## config.mk

```make
export PLATFORM = sky130hd
export DESIGN_NAME = bltq_div
export DESIGN_NICKNAME = d
export VERILOG_FILES = /design/src/hw/rtl/bltq_pkg.sv /design/src/hw/rtl/bltq_div.sv
export SDC_FILE = /design/constraint.sdc
export NUM_CORES = 1
export LEC_CHECK = 0
export CORE_ASPECT_RATIO = 1.2
export CORE_MARGIN = 2
export CORE_UTILIZATION = 64
export DETAILED_ROUTE_END_ITERATION = 8
export DONT_BUFFER_PORTS = 1
export GPL_ROUTABILITY_DRIVEN = 0
export GPL_TIMING_DRIVEN = 0
export PLACE_DENSITY = 0.8
export SETUP_SLACK_MARGIN = 0.02
export SYNTH_ARGS = -nofsm -noshare
export SYNTH_HDL_FRONTEND = slang
export SYNTH_SLANG_ARGS = --single-unit
```

## constraint.sdc

```tcl
create_clock -name clk -period 3.2 [get_ports clk]
set_input_delay 0.64 -clock clk [delete_from_list [all_inputs] [get_ports clk]]
set_output_delay 0.64 -clock clk [all_outputs]
set_load 0.05 [all_outputs]
```

## src/hw/rtl/bltq_pkg.sv

```systemverilog
// Shared types and constants for the bintree terrain height query block.
package bltq_pkg;

  localparam int COORD_W = 9;
  localparam int ACC_W = 42;
  localparam int MAG_W = 41;
  localparam int DIVR_W = 20;
  localparam int DESCENT_LIMIT = 64;

  typedef enum logic [1:0] {
    OP_WR_HEIGHT = 2'd0,
    OP_WR_ACT    = 2'd1,
    OP_QUERY     = 2'd2,
    OP_NONE      = 2'd3
  } bltq_op_t;

  typedef enum logic [0:0] {
    CFG_LOG_WIDTH  = 1'b0,
    CFG_LOG_HEIGHT = 1'b1
  } bltq_cfg_t;

  typedef enum logic [4:0] {
    S_IDLE, S_TEST, S_NR0, S_NR1, S_NL0, S_NL1, S_DEC,
    S_RA, S_RR, S_RL, S_RW, S_D0, S_D1, S_S0, S_S1, S_S2,
    S_DST, S_DIV, S_HFIN, S_DONE
  } bltq_state_t;

  typedef struct packed {
    logic [1:0]         operation;
    logic [COORD_W-1:0] point_x;
    logic [COORD_W-1:0] point_y;
    logic signed [15:0] write_value;
    logic [7:0]         lod_level;
    logic [COORD_W-1:0] apex_x;
    logic [COORD_W-1:0] apex_y;
    logic [COORD_W-1:0] right_x;
    logic [COORD_W-1:0] right_y;
    logic [COORD_W-1:0] left_x;
    logic [COORD_W-1:0] left_y;
  } bltq_in_t;

  typedef struct packed {
    logic signed [15:0] query_height;
    logic               base_reached;
  } bltq_out_t;

endpackage

```

## src/hw/rtl/bltq_div.sv

```systemverilog
// Restoring divider with floor rounding of a signed dividend, low 16 quotient bits out.
module bltq_div
  import bltq_pkg::*;
(
  input  logic              clk,
  input  logic              rst_n,
  input  logic              start,
  input  logic              neg,
  input  logic [MAG_W-1:0]  dividend,
  input  logic [DIVR_W-1:0] divisor,
  output logic              done,
  output logic [15:0]       quot
);

  localparam int CNT_W = $clog2(MAG_W + 1);

  logic [MAG_W-1:0]  dvd_r, dvd_nxt;
  logic [DIVR_W-1:0] rem_r, rem_nxt;
  logic [DIVR_W-1:0] dvs_r;
  logic              neg_r;
  logic [CNT_W-1:0]  cnt_r, cnt_nxt;
  logic              busy_r, busy_nxt;
  logic              done_r, done_nxt;
  logic [DIVR_W:0]   trial;
  logic [DIVR_W:0]   diff;

  always_comb begin
    trial = {rem_r, dvd_r[MAG_W-1]};
    diff = trial - {1'b0, dvs_r};
    dvd_nxt = dvd_r;
    rem_nxt = rem_r;
    cnt_nxt = cnt_r;
    busy_nxt = busy_r;
    done_nxt = 1'b0;
    if (start) begin
      dvd_nxt = dividend;
      rem_nxt = '0;
      cnt_nxt = CNT_W'(MAG_W);
      busy_nxt = 1'b1;
    end else if (busy_r) begin
      if (trial >= {1'b0, dvs_r}) begin
        rem_nxt = diff[DIVR_W-1:0];
        dvd_nxt = {dvd_r[MAG_W-2:0], 1'b1};
      end else begin
        rem_nxt = trial[DIVR_W-1:0];
        dvd_nxt = {dvd_r[MAG_W-2:0], 1'b0};
      end
      cnt_nxt = cnt_r - 1'b1;
      if (cnt_r == CNT_W'(1)) begin
        busy_nxt = 1'b0;
        done_nxt = 1'b1;
      end
    end
  end

  always_ff @(posedge clk) begin
    if (!rst_n) begin
      busy_r <= 1'b0;
      done_r <= 1'b0;
      cnt_r <= '0;
    end else begin
      busy_r <= busy_nxt;
      done_r <= done_nxt;
      cnt_r <= cnt_nxt;
    end
    dvd_r <= dvd_nxt;
    rem_r <= rem_nxt;
    if (start) begin
      dvs_r <= divisor;
      neg_r <= neg;
    end
  end

  always_comb begin
    if (!neg_r) begin
      quot = dvd_r[15:0];
    end else if (rem_r != '0) begin
      quot = ~dvd_r[15:0];
    end else begin
      quot = ~dvd_r[15:0] + 16'd1;
    end
  end

  assign done = done_r;

endmodule

```

==> results of run 1 <==
==> per-stage QoR <==
step / TNS [ns] / power (mW) / cell area, µm² / hold slack [ns] / setup WS (ns)
floorplan: 0 / 2.054 / 5071 / 0.4685 / 0.05015
global placement: -0.1420 / 2.167 / 5186 / 0.4849 / -0.06076
detailed placement: -0.2219 / 2.190 / 5189 / 0.5132 / -0.08597
CTS: -1.219 / 3.018 / 5632 / 0.3393 / -0.3189
global route: -2.199 / 3.175 / 5690 / 0.3381 / -0.4307
finish: -1.879 / 3.068 / 5690 / 0.3470 / -0.4215
==> routing by layer <==
layer | global-route usage [%] | vias to the layer above | part of all wire [%]
met1 | 31.69 | 1895 | 37
met5 | 0 | - | 0
li1 | - | 1771 | -
met3 | 7.498 | 49 | 7.5
met4 | 12.33 | 0 | 4.8
met2 | 51.92 | 188 | 51
==> state kept, by name, indices dropped and copies added, names as in the netlist <==
name,count
neg_r,1
rem_r,20
dvs_r,20
dvd_r,41
busy_r,1
done,1
cnt_r,6
==> repair_timing <==
action                     4_1_cts  5_1_grt
pin swaps                        8        3
resized for setup               28        8
setup endpoints to repair       15       15
buffers inserted                 5        1
==> worst register-to-register path: stages, from the launching register on <==
cell and delay [ns]:
edfxtp_1 0.40, inv_1 0.08, ha_1 0.15, inv_1 0.05, fa_1 0.40, a21o_1 0.24, a21oi_1 0.25, o21ai_0 0.14
a311oi_1 0.60, xnor2_1 0.21, mux2i_1 0.10, a211oi_1 0.23
==> path summary, 6_finish.rpt <==
kind,endpoint,startpoint,slack (ns)
hold reg to reg,cnt_r[1],cnt_r[1],0.55
setup reg to reg,rem_r[14],dvd_r[40],0.27
setup / recovery,quot[13],dvd_r[2],-0.42
hold / removal,dvs_r[5],divisor[5],0.35
==> cell usage after synthesis (2+ instances only) <==
master	number	area, µm²
o21ai_0	16	80.08
inv_1	34	127.6
o31ai_1	9	67.56
a21boi_0	3	22.52
mux2_2	39	439.2
a32oi_1	4	35.03
a211o_1	2	17.52
nor2_1	35	131.4
edfxtp_1	62	1862
or4_1	3	22.52
a221oi_1	2	17.52
o21ai_1	4	20.02
dfxtp_1	28	560.5
ha_1	23	287.8
nand4_1	6	37.54
nand2b_1	4	25.02
a21o_1	4	30.03
a31oi_1	3	18.77
or3_1	2	12.51
mux2i_1	11	110.1
a211oi_1	16	120.1
buf_2	3	15.01
o41ai_1	3	26.28
or4_4	2	22.52
nand3_1	8	40.04
a21oi_1	21	105.1
nor2b_1	3	18.77
nor3_1	7	35.03
buf_1	6	22.52
xor2_1	6	52.55
nand2_1	25	93.84
o21a_1	2	15.01
xnor2_1	29	254.0
or2_2	2	12.51
o311ai_0	2	17.52
nor4_1	5	31.28
clkbuf_1	9	33.78
and3_1	7	43.79
a311oi_1	3	26.28
==> kinds of logic (layout without fill, tap and decap cells) <==
kind of cell	after synthesis	in the layout	synth area share, %
AO/OA/AOI/OAI	103	103	14.26
adder cells (fa/ha/maj)	24	24	6.070
XOR/XNOR	35	35	6.045
multiplexers	50	50	10.83
flip-flops	90	90	47.77
AND/OR/NAND/NOR	112	112	10.88
buffers and inverters	54	76	4.145
==> layout make-up <==
class / count / share of cell area, %
multi-input combinational: 324 / 47.47
sequential: 90 / 42.57
inverter: 35 / 2.309
clock buffer: 9 / 2.177
tap: 92 / 2.023
buffer: 19 / 1.385
clock inverter: 7 / 1.209
timing repair buffer: 6 / 0.8575
==> cells in the final DEF, fill, tap and decap left out, drive strengths merged, types with 4 or more instances in the layout <==
master and instances:
nor3 7, edfxtp 62, mux2 39, or4 5, nand2b 4, nor2 35, a32oi 4, o41ai 4
ha 23, and3 7, nand3 8, inv 37, nand4 6, xor2 6, o21ai 20, buf 16
clkbuf 18, a21oi 21, nor4 5, mux2i 11, a211oi 16, xnor2 29, clkinv 5, nand2 25
o31ai 10, a21o 4, dfxtp 28
==> report_power, final <==
| part | total, mW | internal [mW] | switching (mW) |
|---|---|---|---|
| Combinational | 0.819 | 0.304 | 0.514 |
| Sequential | 1.47 | 1.37 | 0.0987 |
| Clock | 0.783 | 0.304 | 0.478 |
==> results.md, run 1 <==
* Status: finished, violations left
* Failing checks: negative setup slack
* Register area at 2422 µm²
* Max VDD drop at 512.4 µV
* Hold Path Cell Cnt at 0
* DRC errors left at 0
* Ports at 82
* Pleak at 2.167 nW
* Die Y at 101.5 µm
* Ant diodes at 0
* # placed instances at 560
* Worst slew margin at 19.55%
* Endpoint class of the critical path: output port
* Initial antenna violation count at 0
* CP Class: flip-flop to output port
* Crit path largest cell delay at 0.57 ns
* HPWL Detailed at 7856 µm
* Share of the clock period used by the worst path at 113.2%
* Sequential area share after synthesis at 47.77%
* Vias per cell at 6.706
* Power Density at 539.1 nW/µm²
* First-pass GRT wire length at 19150 µm
* Final Non-Filler Cells at 582
* CP Launch Type: flip-flop
* Number of synthesized flops with an enable pin at 62
* Critical Path Slowest Stage Cell: or4_4
* Max Slew Vio Count at 0
* Crit path cell chain: or4_4 > or4_4 > or3_4 > o41ai_4 > xnor2_4
* Total wire length at 12610 µm
* Worst path depth at 5
* RSZ-0062 raised after global routing: true
* Syn-to-layout area delta at 12.21%
* Hold Path Class: primary input to flip-flop
* Gr usage total at 28.66%
* Post-synthesis sequential element count at 90
* Syn. warnings at 0
* Final Hold Fails at 0
* Die X-Extent at 85.26 µm
* Mapped Area at 5071 µm²
* Avg Inst Size Synth at 10.84 µm²
* Cells after synthesis at 468
* Synth Net Count at 557
* Fin util at 73.83%
* Via count at 3903
* GRT Residual Overflow at 0
* Final #Nets at 574
* Die area at 8655 µm²
* WP buf/inv at 0
* Multi-input gate area at 2701 µm²
* Minimum clock period at 3.621 ns
* Worst skew pair latency at 0.38 ns
* Cell Rows at 35
* Vias in the first global route at 3811
* Main flop type after synthesis: edfxtp_1
* CTS Sinks at 90
* I/O Buffers at 0
* First-pass iteration count of the detailed router at 5
* Synth cell types at 54
* CTS Root Cell: clkbuf_8
* Fmax at 0.2761 GHz
* CTS tree: built
* Req. time, crit path at 2.56 ns
* Worst-margin pin slew at 1.198 ns
* CP max FO at 3
* CTS Buffer Depth at 2
* Filler cells at 508
* Core Footprint at 7707 µm²
* Final ANT Viol Nets at 0
* Setup ws final at -0.4215 ns
* Wire per inst at 21.67 µm
* Worst clock skew at 0.009145 ns
* CP dominant cell by count: or4_4
* Starting density of the core at 65.80%
* 1st-iter DRT viols at 279
* Register-to-Register Path Depth at 11
* CTS H-tree lvls at 3
* Share of layout cells above drive strength 1 at 19.80%
* WP data arrival at 2.98 ns
* Maximum capacitance violations at 0
* Asr flop ratio synth at 0%
* CTS Buf Count at 9
* Final setup viols at 7
* Clock-pin slew on the worst setup and hold paths at 0.11 ns
* Largest net degree at the start of global routing at 42
* CTS Hold Bufs at 0
* Crit path max-delay family: simple AND/OR/NAND/NOR gates
Power figures use the tool's default switching activity.
==> run 2: changes to the inputs <==
- RECOVER_POWER: default -> 100
==> run 2 against run 1 <==
Compared with the run above: the run ends with max-capacitance violations, max-slew violations, negative setup slack left; clock power is 0.6% lower; first-iteration DRC count grew 8.6%; die area is the same; setup slack lost 0.0069 ns; global-route usage stayed put.
==> results.md, run 2 (same netlist as run 1, synthesis figures left out) <==
* Status: finished, violations left
* Failing checks: max-capacitance violations, max-slew violations, negative setup slack
* Filler cells at 510 (+0.39%)
* Cell Rows at 35 (unchanged)
* Max VDD drop at 512.0 µV (about the same)
* CP max FO at 3 (unchanged)
* Most flops, register: dvd_r
* Final Hold Fails at 0 (unchanged)
* CTS Sinks at 90 (unchanged)
* Gr usage total at 28.66% (unchanged)
* Initial antenna violation count at 0 (unchanged)
* Max reg flops at 41 (unchanged)
* Vias per cell at 6.644 (-0.92%)
* First-pass GRT wire length at 19150 µm (unchanged)
* Share of layout cells above drive strength 1 at 19.39% (-0.41 points)
* Largest registers: dvd_r (41), dvs_r (20), rem_r (20)
* CTS Buf Count at 9 (unchanged)
* I/O Buffers at 0 (unchanged)
* Final setup viols at 7 (unchanged)
* Syn-to-layout area delta at 12.09%
* CTS H-tree lvls at 3 (unchanged)
* First-pass iteration count of the detailed router at 5 (unchanged)
* P_int at 1.976 mW (about the same)
* Worst-margin pin slew at 1.637 ns (+0.4391 ns)
* Vias in the first global route at 3811 (unchanged)
* Max Slew Vio Count at 42 (+42)
* Final ANT Viol Nets at 0 (unchanged)
* Worst slew margin at -9.409% (-29 points)
* Commonest non-fill, non-tap cell in the layout: edfxtp_1
* Sequential Power Share at 47.9% (about the same)
* Gate power share at 26.7% (about the same)
* Minimum clock period at 3.628 ns (+0.006858 ns)
* Worst skew pair latency at 0.38 ns (about the same)
* Total wire length at 12600 µm (-0.10%)
* DRC errors left at 0 (unchanged)
* Worst clock skew at 0.01153 ns (+0.002384 ns)
* RSZ-0062 raised after global routing: true
* CTS Buffer Depth at 2 (unchanged)
* Clock-pin slew on the worst setup and hold paths at 0.11 ns (about the same)
* Psw at 1.087 mW (-0.46%)
* Ant diodes at 0 (unchanged)
* CTS Root Cell: clkbuf_8
* Endpoint class of the critical path: output port
* Setup ws final at -0.4283 ns (-0.006858 ns)
* Pre-CTS WS at -0.08597 ns (unchanged)
* Req. time, crit path at 2.56 ns (about the same)
* CP Launch Type: flip-flop
* CTS tree: built
* Die X-Extent at 85.26 µm (unchanged)
* Core Footprint at 7707 µm² (unchanged)
* Starting density of the core at 65.80% (unchanged)
* Net Sw Frac at 35.48% (-0.10 points)
* Die Y at 101.5 µm (unchanged)
* Pleak at 2.161 nW (-0.24%)
* 1st-iter DRT viols at 303 (+8.6%)
* Share of the clock period used by the worst path at 113.4% (+0.21 points)
* Maximum capacitance violations at 1 (+1)
* Fmax at 0.2756 GHz (-0.19%)
* Sum of negative setup slack at -1.941 ns (-0.06209 ns)
* CTS Hold Bufs at 0 (unchanged)
* HPWL Detailed at 7856 µm (unchanged)
* Die area at 8655 µm² (unchanged)
* Final #Nets at 574 (unchanged)
* Power share of the clock group at 25.4% (about the same)
* GRT Residual Overflow at 0 (unchanged)
* CP Class: flip-flop to output port
* Final total power at 3.062 mW (-0.18%)
* Largest net degree at the start of global routing at 42 (unchanged)
* Via count at 3867 (-0.92%)
* Hold Path Class: primary input to flip-flop
* WP data arrival at 2.99 ns (about the same)
* Power Density at 538.7 nW/µm² (about the same)
* Wire per inst at 21.65 µm (-0.10%)
* Ports at 82 (unchanged)
* Most frequent cells in the layout: 62 x edfxtp_1, 39 x mux2_2, 34 x inv_1, 34 x nor2_1, 28 x dfxtp_1
## run 2: worst paths after layout
path | from | end | slack [ns] | cells past startpoint
setup reg to reg | rem_r[1] | rem_r[13] | 0.12 | 10
setup / recovery | dvd_r[2] | quot[13] | -0.43 | 5
hold / removal | divisor[5] | dvs_r[5] | 0.35 | 0
hold reg to reg | cnt_r[1] | cnt_r[1] | 0.55 | 2
## run 2: power groups by stage
stage	logic (mW)	clock network [mW]	registers, mW
2_1_floorplan	0.609	0	1.45
3_3_place_gp	0.701	0	1.47
3_5_place_dp	0.719	0	1.47
4_1_cts	0.779	0.783	1.46
5_1_grt	0.877	0.819	1.48
6_report	0.817	0.778	1.47
## run 2: timing repair
item	in CTS	in global routing
setup buffers	5	1
pin swaps	8	3
setup endpoints to repair	15	15
resized for setup	28	8
## run 2: layout make-up
cell class	instances	area, µm²	share of cell area [%]
Multi-Input combinational cell	324	2699	47.48
Sequential cell	90	2422	42.61
Inverter	35	131.4	2.311
Clock buffer	9	123.9	2.179
Tap cell	92	115.1	2.025
Buffer	19	75.07	1.321
Clock inverter	7	68.82	1.211
Timing Repair Buffer	6	48.80	0.8585
## run 2: layer usage
metal | GRT usage (%) | up-vias | wire (µm)
met5 | 0 | - | 0
met4 | 12.33 | 0 | 562
met3 | 7.498 | 42 | 994
met2 | 51.92 | 194 | 6402
met1 | 31.69 | 1859 | 4640
li1 | - | 1772 | -
## run 2: metrics by stage
| step | utilization (%) | instance area, µm² | hold slack, ns | instances |
|---|---|---|---|---|
| 3_5_place_dp | 67.32 | 5189 | 0.5132 | 560 |
| 5_1_grt | 73.75 | 5684 | 0.3381 | 582 |
| 4_1_cts | 73.07 | 5632 | 0.3393 | 581 |
| 3_3_place_gp | 67.29 | 5186 | 0.4849 | 560 |
| 6_report | 73.75 | 5684 | 0.3483 | 582 |
| 2_1_floorplan | - | 5071 | 0.4685 | 468 |
## run 2: worst max-delay path: stages (launching register included)
cell,delay [ns]
edfxtp_1,0.45
or4_4,0.57
or4_4,0.45
or3_4,0.44
o41ai_4,0.43
xnor2_4,0.28
